$ cat config.mk
export PLATFORM = sky130hd
export DESIGN_NAME = length_prefixed_frame_receiver_top
export DESIGN_NICKNAME = d
export VERILOG_FILES = /design/src/rtl/core/lpfr_pkg.sv /design/src/rtl/core/length_prefixed_frame_receiver_top.sv /design/src/rtl/core/lpfr_cfg_regs.sv /design/src/rtl/core/lpfr_in_reg.sv /design/src/rtl/core/lpfr_deframe.sv /design/src/rtl/core/lpfr_out_reg.sv
export SDC_FILE = /design/constraint.sdc
export NUM_CORES = 1
export LEC_CHECK = 0
export BUFFER_PORTS_ARGS = -buffer_cell sky130_fd_sc_hd__buf_2
export CAP_MARGIN = 10
export CORE_MARGIN = 4
export CORE_UTILIZATION = 40
export DETAILED_ROUTE_END_ITERATION = 16
export GPL_TIMING_DRIVEN = 1
export PLACE_DENSITY = 0.56
export SLEW_MARGIN = 20
export SYNTH_ARGS = -nofsm -noshare
export SYNTH_HDL_FRONTEND = slang
export SYNTH_HIERARCHICAL = 1
export SYNTH_SLANG_ARGS = --single-unit
$ cat constraint.sdc
create_clock -name clk_i -period 6.6 [get_ports clk_i]
set_clock_uncertainty 0.2 [all_clocks]
set_input_delay 1.32 -clock clk_i [delete_from_list [all_inputs] [get_ports clk_i]]
set_output_delay 1.32 -clock clk_i [all_outputs]
set_load 0.005 [all_outputs]
$ cat src/rtl/core/lpfr_pkg.sv
// Shared types and constants for the length-prefixed frame receiver
package lpfr_pkg;

  // receive phase
  typedef enum logic [1:0] {
    PH_HUNT = 2'd0,
    PH_LEN  = 2'd1,
    PH_DATA = 2'd2
  } phase_e;

  // result kinds
  typedef enum logic [1:0] {
    KIND_BYTE  = 2'd0,
    KIND_EMPTY = 2'd1,
    KIND_ERROR = 2'd2
  } kind_e;

  // error codes
  typedef enum logic [1:0] {
    ERR_NOISE   = 2'd0,
    ERR_LENGTH  = 2'd1,
    ERR_TIMEOUT = 2'd2
  } err_e;

  // configuration register indexes
  typedef enum logic [1:0] {
    REG_START_BYTE   = 2'd0,
    REG_NOISE_BUDGET = 2'd1,
    REG_MAX_PAYLOAD  = 2'd2
  } reg_idx_e;

  localparam int unsigned CFG_IDX_W = 2;
  localparam int unsigned BYTE_W    = 8;

  localparam logic [BYTE_W-1:0] START_BYTE_RST   = 8'd170;
  localparam logic [BYTE_W-1:0] NOISE_BUDGET_RST = 8'd16;
  localparam logic [BYTE_W-1:0] MAX_PAYLOAD_RST  = 8'd255;

  typedef struct packed {
    logic [BYTE_W-1:0] start_byte;
    logic [BYTE_W-1:0] noise_budget;
    logic [BYTE_W-1:0] max_payload;
  } cfg_t;

  typedef struct packed {
    logic              command;
    logic [BYTE_W-1:0] rx_byte;
  } item_t;

  typedef struct packed {
    kind_e             kind;
    logic [BYTE_W-1:0] payload;
    logic              last;
    err_e              error_code;
  } result_t;

endpackage

$ cat src/rtl/core/length_prefixed_frame_receiver_top.sv
// Top level of the start-byte, length-prefixed frame receiver
// path: input register, parse step, result register toward the master side
// throughput: one input transaction per cycle, set by the combinational parse step
// between the input register and the result register; stalls only on master backpressure
// reset: hunting phase, start byte 170, noise budget 16, max payload 255, no result pending
module length_prefixed_frame_receiver_top import lpfr_pkg::*; (
  input  logic                 clk_i,
  input  logic                 rst_ni,
  // slave side
  input  logic                 s_axis_tvalid,
  output logic                 s_axis_tready,
  input  logic [7:0]           s_axis_tdata,   // [7:0] rx_byte
  input  logic                 s_axis_tuser,   // [0] command
  // master side
  output logic                 m_axis_tvalid,
  input  logic                 m_axis_tready,
  output logic [15:0]          m_axis_tdata,   // [7:0] payload, [9:8] error_code, rest zero
  output logic                 m_axis_tlast,   // last
  output logic [1:0]           m_axis_tuser,   // [1:0] kind
  // configuration write channel
  input  logic                 cfg_valid_i,
  output logic                 cfg_ready_o,
  input  logic [CFG_IDX_W-1:0] cfg_index_i,
  input  logic [BYTE_W-1:0]    cfg_data_i
);

  cfg_t    cfg;
  logic    noise_load;
  item_t   in_item, held_item;
  logic    held_valid;
  logic    out_free;
  logic    advance;
  logic    res_valid;
  result_t res, out_res;

  assign cfg_ready_o = 1'b1;

  lpfr_cfg_regs u_cfg (
    .clk_i        (clk_i),
    .rst_ni       (rst_ni),
    .wr_i         (cfg_valid_i),
    .idx_i        (cfg_index_i),
    .data_i       (cfg_data_i),
    .cfg_o        (cfg),
    .noise_load_o (noise_load)
  );

  assign in_item.command = s_axis_tuser;
  assign in_item.rx_byte = s_axis_tdata;

  // held transaction is parsed when the result slot can take its outcome
  assign advance = held_valid && out_free;

  lpfr_in_reg u_in (
    .clk_i     (clk_i),
    .rst_ni    (rst_ni),
    .valid_i   (s_axis_tvalid),
    .ready_o   (s_axis_tready),
    .item_i    (in_item),
    .advance_i (advance),
    .valid_o   (held_valid),
    .item_o    (held_item)
  );

  lpfr_deframe u_deframe (
    .clk_i         (clk_i),
    .rst_ni        (rst_ni),
    .step_i        (advance),
    .item_i        (held_item),
    .cfg_i         (cfg),
    .noise_load_i  (noise_load),
    .noise_value_i (cfg_data_i),
    .res_valid_o   (res_valid),
    .res_o         (res)
  );

  lpfr_out_reg u_out (
    .clk_i   (clk_i),
    .rst_ni  (rst_ni),
    .load_i  (res_valid),
    .res_i   (res),
    .ready_i (m_axis_tready),
    .free_o  (out_free),
    .valid_o (m_axis_tvalid),
    .res_o   (out_res)
  );

  // result packing
  assign m_axis_tdata = {6'd0, out_res.error_code, out_res.payload};
  assign m_axis_tlast = out_res.last;
  assign m_axis_tuser = out_res.kind;

endmodule

$ cat src/rtl/core/lpfr_cfg_regs.sv
// Configuration register file with noise budget reload strobe
module lpfr_cfg_regs import lpfr_pkg::*; (
  input  logic                 clk_i,
  input  logic                 rst_ni,
  input  logic                 wr_i,
  input  logic [CFG_IDX_W-1:0] idx_i,
  input  logic [BYTE_W-1:0]    data_i,
  output cfg_t                 cfg_o,
  output logic                 noise_load_o
);

  cfg_t cfg_q, cfg_d;

  // register decode
  always_comb begin
    cfg_d        = cfg_q;
    noise_load_o = 1'b0;
    if (wr_i) begin
      case (idx_i)
        REG_START_BYTE:   cfg_d.start_byte = data_i;
        REG_NOISE_BUDGET: begin
          cfg_d.noise_budget = data_i;
          noise_load_o       = 1'b1;
        end
        REG_MAX_PAYLOAD:  cfg_d.max_payload = data_i;
        default:          cfg_d = cfg_q;
      endcase
    end
  end

  always_ff @(posedge clk_i or negedge rst_ni) begin
    if (!rst_ni) begin
      cfg_q.start_byte   <= START_BYTE_RST;
      cfg_q.noise_budget <= NOISE_BUDGET_RST;
      cfg_q.max_payload  <= MAX_PAYLOAD_RST;
    end else begin
      cfg_q <= cfg_d;
    end
  end

  assign cfg_o = cfg_q;

endmodule

$ cat src/rtl/core/lpfr_in_reg.sv
// Input register stage holding one received transaction
module lpfr_in_reg import lpfr_pkg::*; (
  input  logic  clk_i,
  input  logic  rst_ni,
  input  logic  valid_i,
  output logic  ready_o,
  input  item_t item_i,
  input  logic  advance_i,
  output logic  valid_o,
  output item_t item_o
);

  logic  valid_q, valid_d;
  item_t item_q;

  // take a new transaction when empty or when the held one moves on
  assign ready_o = !valid_q || advance_i;

  always_comb begin
    valid_d = valid_q;
    if (ready_o) begin
      valid_d = valid_i;
    end
  end

  always_ff @(posedge clk_i or negedge rst_ni) begin
    if (!rst_ni) begin
      valid_q <= 1'b0;
    end else begin
      valid_q <= valid_d;
    end
  end

  // payload needs no reset
  always_ff @(posedge clk_i) begin
    if (ready_o && valid_i) begin
      item_q <= item_i;
    end
  end

  assign valid_o = valid_q;
  assign item_o  = item_q;

endmodule

$ cat src/rtl/core/lpfr_deframe.sv
// Frame parser: phase, noise counter and payload length tracking
module lpfr_deframe import lpfr_pkg::*; (
  input  logic              clk_i,
  input  logic              rst_ni,
  input  logic              step_i,
  input  item_t             item_i,
  input  cfg_t              cfg_i,
  input  logic              noise_load_i,
  input  logic [BYTE_W-1:0] noise_value_i,
  output logic              res_valid_o,
  output result_t           res_o
);

  phase_e            phase_q, phase_d;
  logic [BYTE_W-1:0] noise_left_q, noise_left_d;
  logic [BYTE_W-1:0] remain_q, remain_d;
  logic              fin;

  assign fin = (remain_q <= 8'd1);

  // next state and result
  always_comb begin
    phase_d          = phase_q;
    noise_left_d     = noise_left_q;
    remain_d         = remain_q;
    res_valid_o      = 1'b0;
    res_o.kind       = KIND_BYTE;
    res_o.payload    = '0;
    res_o.last       = 1'b0;
    res_o.error_code = ERR_NOISE;

    if (step_i) begin
      if (item_i.command) begin
        // read timeout in any phase
        phase_d          = PH_HUNT;
        noise_left_d     = cfg_i.noise_budget;
        remain_d         = '0;
        res_valid_o      = 1'b1;
        res_o.kind       = KIND_ERROR;
        res_o.error_code = ERR_TIMEOUT;
      end else begin
        case (phase_q)
          PH_LEN: begin
            if (item_i.rx_byte > cfg_i.max_payload) begin
              phase_d          = PH_HUNT;
              noise_left_d     = cfg_i.noise_budget;
              remain_d         = '0;
              res_valid_o      = 1'b1;
              res_o.kind       = KIND_ERROR;
              res_o.error_code = ERR_LENGTH;
            end else if (item_i.rx_byte == '0) begin
              // empty frame
              phase_d      = PH_HUNT;
              noise_left_d = cfg_i.noise_budget;
              remain_d     = '0;
              res_valid_o  = 1'b1;
              res_o.kind   = KIND_EMPTY;
              res_o.last   = 1'b1;
            end else begin
              remain_d = item_i.rx_byte;
              phase_d  = PH_DATA;
            end
          end
          PH_DATA: begin
            res_valid_o   = 1'b1;
            res_o.kind    = KIND_BYTE;
            res_o.payload = item_i.rx_byte;
            res_o.last    = fin;
            if (fin) begin
              remain_d     = '0;
              phase_d      = PH_HUNT;
              noise_left_d = cfg_i.noise_budget;
            end else begin
              remain_d = remain_q - 8'd1;
            end
          end
          default: begin
            // hunting, also the unused phase code
            phase_d = PH_HUNT;
            if (item_i.rx_byte == cfg_i.start_byte) begin
              phase_d      = PH_LEN;
              noise_left_d = cfg_i.noise_budget;
            end else if (noise_left_q <= 8'd1) begin
              noise_left_d     = cfg_i.noise_budget;
              remain_d         = '0;
              res_valid_o      = 1'b1;
              res_o.kind       = KIND_ERROR;
              res_o.error_code = ERR_NOISE;
            end else begin
              noise_left_d = noise_left_q - 8'd1;
            end
          end
        endcase
      end
    end

    // a budget write reloads the counter at once with the written value
    if (noise_load_i) begin
      noise_left_d = noise_value_i;
    end
  end

  always_ff @(posedge clk_i or negedge rst_ni) begin
    if (!rst_ni) begin
      phase_q      <= PH_HUNT;
      noise_left_q <= NOISE_BUDGET_RST;
      remain_q     <= '0;
    end else begin
      phase_q      <= phase_d;
      noise_left_q <= noise_left_d;
      remain_q     <= remain_d;
    end
  end

endmodule

$ cat src/rtl/core/lpfr_out_reg.sv
// Output result register toward the master side
module lpfr_out_reg import lpfr_pkg::*; (
  input  logic    clk_i,
  input  logic    rst_ni,
  input  logic    load_i,
  input  result_t res_i,
  input  logic    ready_i,
  output logic    free_o,
  output logic    valid_o,
  output result_t res_o
);

  logic    valid_q, valid_d;
  result_t res_q;

  // slot is free when empty or being drained this cycle
  assign free_o = !valid_q || ready_i;

  always_comb begin
    valid_d = valid_q;
    if (load_i) begin
      valid_d = 1'b1;
    end else if (ready_i) begin
      valid_d = 1'b0;
    end
  end

  always_ff @(posedge clk_i or negedge rst_ni) begin
    if (!rst_ni) begin
      valid_q <= 1'b0;
    end else begin
      valid_q <= valid_d;
    end
  end

  always_ff @(posedge clk_i) begin
    if (load_i) begin
      res_q <= res_i;
    end
  end

  assign valid_o = valid_q;
  assign res_o   = res_q;

endmodule
Word level (Yosys, flattened, before mapping):

Cells that the tools add are included.

* flip-flop bits (word level): 66
* input bits: 24
* output and inout port bits: 22
* logic and storage cells: 97

* add/subtract/negate cells: 2
* magnitude comparators: 3
* equal/unequal tests: 9
* muxes and demuxes: 44
* bitwise logic cells: 3
* reduce and logical (&&, ||, !) cells: 20

Operators by type and width (number)
* two-way mux 8 bit: 14
* case mux 8 bit (2 select lines): 2
* two-way mux 2 bit: 9
* <= comparator 8 x 1 -> 1 bit, second input constant: 2
* subtractor 8 x 1 -> 8 bit, second input constant: 2
* two-way mux 1 bit: 15
* equality test 8 bit: 1
* > comparator 8 bit: 1
* zero test 8 bit: 1
* case mux 2 bit (2 select lines): 2
* AND reduction 2 bit: 4
* AND reduction 3 bit: 2
* OR reduction 3 bit: 2
* inequality test 5 x 3 -> 1 bit, second input constant: 1
* equality test 2 x 1 -> 1 bit, second input constant: 2
* equality test 2 bit, second input constant: 2
* inequality test 4 x 3 -> 1 bit, second input constant: 1
* inequality test 4 bit, second input constant: 1
* case mux 1 bit (2 select lines): 2
* nonzero test 2 bit: 2
* nonzero test 4 bit: 1
* inequality test 3 x 2 -> 1 bit, second input constant: 1
* inverter 1 bit: 3
* logical AND 1 bit: 2
* other kinds (4): 6

Longest topological paths before layout:

* depth in word-level cells: 7
* depth in mapped cells: 10
* depth with buffers taken out: 9

Hierarchy:

The synthesis kept the hierarchy.

Modules (own cells, without submodules)
* lpfr_deframe: instances 1, cells an instance 202, area each 1736.7 µm², seq. area each 451.7 µm²
* lpfr_cfg_regs: instances 1, cells an instance 52, area each 932.1 µm², seq. area each 616.8 µm²
* lpfr_out_reg: instances 1, cells an instance 16, area each 437.9 µm², seq. area each 415.4 µm²
* lpfr_in_reg: instances 1, cells an instance 13, area each 324.1 µm², seq. area each 295.3 µm²
* length_prefixed_frame_receiver_top: instances 1, cells an instance 10, area each 66.3 µm², seq. area each 0.0 µm²

Worst setup path before layout:

Ideal clock, no wire load.

* path kind: in2out
* start point: input port m_axis_tready
* end point: output port s_axis_tready
* arrival time: 1.758 ns
* data required time: 5.080 ns
* slack: 3.322 ns
* stages on the path: 3
* path buffers: 0
* cell sequence: nand2b_4 -> and2_1 -> nand2b_4

* word-level cells in the longest chain between the ends: 3

Ends and longest elaborated chain
* start: declaration: line length_prefixed_frame_receiver_top.sv:16 `input logic m_axis_tready,`
* logical OR 1 bit: line lpfr_out_reg.sv:17 `assign free_o = !valid_q || ready_i;`
* logical AND 1 bit: line length_prefixed_frame_receiver_top.sv:52 `assign advance = held_valid && out_free;`
* via advance: line length_prefixed_frame_receiver_top.sv:32 `logic advance;`
* logical OR 1 bit: line lpfr_in_reg.sv:17 `assign ready_o = !valid_q || advance_i;`
* end: declaration: line length_prefixed_frame_receiver_top.sv:11 `output logic s_axis_tready,`

The timed path passes the listed nets, and every way through them passes these cells.

Final worst setup path:

* start point: input port m_axis_tready
* end point: output port s_axis_tready

* word-level cells in the longest chain between the ends: 3

Ends and longest elaborated chain
* logical OR 1 bit: line lpfr_out_reg.sv:17
* via out_free: line length_prefixed_frame_receiver_top.sv:31 `logic out_free;`
* logical AND 1 bit: line length_prefixed_frame_receiver_top.sv:52
* via advance: line length_prefixed_frame_receiver_top.sv:32
* logical OR 1 bit: line lpfr_in_reg.sv:17

The timed path passes the listed nets, and every way through them passes these cells.

==> results.json <==
{
  "status": "complete, no violations",
  "worstSetupPathType": "in -> out",
  "via_count": 2314,
  "syn_inst": 293,
  "antenna_left": 0,
  "final_cell_mix": "38 x buf_2, 31 x mux2_2, 30 x dfrtp_1, 22 x edfxtp_1, 20 x inv_1",
  "dieArea_um2": 10300,
  "drive_gt1_share_pct": 32.84,
  "relSlewSlack_pct": 57.06,
  "worst_pin_slew_ns": 0.6407,
  "setup_tns_ns": 0,
  "crit_path_max_incr_delay_ns": 0.19,
  "antenna_cells": 0,
  "drc_errors": 0,
  "critPathBufInv": 2,
  "cts_tree": "done",
  "dp_slack_ns": 2.999,
  "h-tree-depth": 3,
  "ys_warn_count": 6,
  "initial_utilization_pct": 41.93,
  "synthToLayoutAreaGrowth_pct": 13.81,
  "clock_latency_ns": 0.34,
  "ys_types": 51,
  "viasPerCell": 5.223,
  "vdd_drop_max_uv": 168.7,
  "grt_pass1_vias": 2255,
  "grt-ovfl-total": 0,
  "cts.sinks": 66,
  "rsz0062_at_grt": "no",
  "ys_ff_latch": 66,
  "cp-start-kind": "input port",
  "synth_area_um2": 3497,
  "synth_top_area_share_pct": 21.47,
  "cts_buffers": 9,
  "gp_congestion": 0.8416,
  "dpl.hpwl_mm": 5.095,
  "cts_resized": 0,
  "critPathArrivalTime_ns": 2.02,
  "drtIter0Drc": 84,
  "grtUsageTotal_pct": 14.93,
  "hold_viol": 0,
  "dr.pass1.iters": 4,
  "io_buffer_count": 38,
  "ys.flop_type": "dfrtp_1",
  "synth.avg_cell_area_um2": 11.94,
  "post-route-period-util_pct": 53.70,
  "cts_setup_buffers": 0,
  "clockRootBuffer": "clkbuf_8",
  "grt_pass1_wl_mm": 11.69,
  "clk_path_buf_depth": 2,
  "ys_seq_area_share_pct": 50.88,
  "cts.reportedPaths.clkPinSlew_ns": 0.07,
  "die_y_um": 101.5,
  "final_common_cell": "buf_2",
  "core_um2": 8341,
  "holdBufCountCts": 0,
  "drv_slew": 0,
  "antenna_found_initial": 0,
  "wl_per_cell_um": 16.05,
  "wl_mm": 7.112,
  "io_pins": 46,
  "cp-end-kind": "primary output",
  "max_clock_freq_ghz": 0.2822,
  "die_w_um": 101.5,
  "drv_cap": 0,
  "nNetsFinal": 371,
  "async_reset_ff_share_pct": 66.67,
  "synth_top_cell_by_area": "dfrtp_1",
  "final.setup.worst_slack_ns": 3.056,
  "power_density_nw_per_um2": 314.0,
  "rows": 33,
  "p_leak_uw": 0.001761,
  "crit_family": "simple AND/OR/NAND/NOR gates",
  "grt_max_degree": 45,
  "crit_fanout": 6,
  "finalCriticalPeriod_ns": 3.544,
  "crit_required_ns": 5.08,
  "cp_cell_sequence": "buf_2, nand2b_4, and2_1, nand2b_4, buf_2",
  "synthTopCellsByArea": "dfrtp_1 21%, edfxtp_1 19%, dfstp_2 11%",
  "hp-class": "reg -> reg",
  "setup_viol": 0,
  "crit_slowest_cell": "and2_1",
  "synth-edff-count": 22
}
[where the power goes]
group	switching (uW)	total [uW]	internal [uW]
Combinational	139	289	151
Clock	152	378	227
Sequential	66.4	582	516
Total	357	1250	893
[per-layer routing]
layer / up-vias / routed length, um / track usage, %
met5: - / 0 / 0
li1: 1130 / - / -
met2: 56 / 3246 / 22.43
met1: 1120 / 3284 / 20.31
met3: 8 / 474 / 4.890
met4: 0 / 108 / 5.112
[worst paths after layout]
path,start,endpoint,slack (ns),depth (start not counted)
min in group asynchronous,rst_ni,u_deframe/noise_left_q[5],0.85,2
hold reg to reg,u_cfg/cfg_o[9],u_cfg/cfg_o[9],0.30,1
max in group asynchronous,rst_ni,u_deframe/remain_q[0],4.94,2
setup reg to reg,u_in/item_o[5],u_deframe/noise_left_q[6],3.41,7
hold / removal,u_cfg/cfg_o[9],u_cfg/cfg_o[9],0.30,1
setup / recovery,m_axis_tready,s_axis_tready,3.06,5
[cells in the mapped netlist (2+ instances only)]
| cell | n |
|---|---|
| buf_4 | 8 |
| nand2_1 | 13 |
| a221o_1 | 9 |
| clkbuf_1 | 5 |
| nand2b_1 | 2 |
| ha_1 | 14 |
| nand3b_2 | 2 |
| or3_1 | 4 |
| dfstp_2 | 14 |
| o2111ai_1 | 2 |
| nor4_1 | 5 |
| mux2i_1 | 7 |
| nor2_1 | 17 |
| o21bai_1 | 3 |
| o21ai_0 | 10 |
| conb_1 | 2 |
| dfrtp_1 | 30 |
| inv_1 | 20 |
| nor3b_1 | 3 |
| a21oi_1 | 3 |
| and3_1 | 7 |
| mux2_2 | 31 |
| a21o_1 | 2 |
| nor2b_1 | 3 |
| nand2b_4 | 2 |
| o31ai_1 | 3 |
| edfxtp_1 | 22 |
| a211oi_1 | 2 |
| xnor2_1 | 10 |
| nor3_1 | 8 |
| xor2_1 | 5 |
| and2_1 | 3 |
| nand4_1 | 4 |
[cell families (layout without fill, tap and decap cells)]
logic type / Yosys count / after routing / share of synthesized area [%]
AO/OA/AOI/OAI: 42 / 42 / 9.446
AND/OR/NAND/NOR: 81 / 81 / 13.85
buffers and inverters: 35 / 75 / 4.866
XOR/XNOR: 15 / 15 / 3.757
other: 2 / 7 / 0.2147
flip-flops: 66 / 66 / 50.88
adder cells (fa/ha/maj): 14 / 14 / 5.009
multiplexers: 38 / 38 / 11.99
[state kept, by name (all words and copies together) (netlist names)]
| signal | count |
|---|---|
| u_in/item_o | 9 |
| u_in/valid_o | 1 |
| u_cfg/cfg_o | 24 |
| u_deframe/remain_q | 8 |
| u_deframe/phase_q | 2 |
| u_out/res_o | 13 |
| u_deframe/noise_left_q | 8 |
| u_out/valid_o | 1 |
[metrics by stage]
stage / std cells / area (um^2) / util, % / hold slack, ns / total power [uW]
after floorplan: 298 / 3516 / - / 0.2708 / 800.7
after global placement: 427 / 3750 / 44.96 / 0.2874 / 876.3
after detailed placement: 427 / 3750 / 44.96 / 0.2901 / 883.9
after CTS: 443 / 3976 / 47.67 / 0.3078 / 1264
after global routing: 443 / 3980 / 47.72 / 0.3275 / 1332
final: 443 / 3980 / 47.72 / 0.3039 / 1250
[area by class of cell]
type	count	area [um^2]
tap	105	131.4
sequential	66	1779
multi-input combinational	197	1570
inverter	20	75.07
clock inverter	1	30.03
timing repair buffer	39	197.7
fill	811	4360
clock buffer	15	196.4
Power figures use the tool's default switching activity.
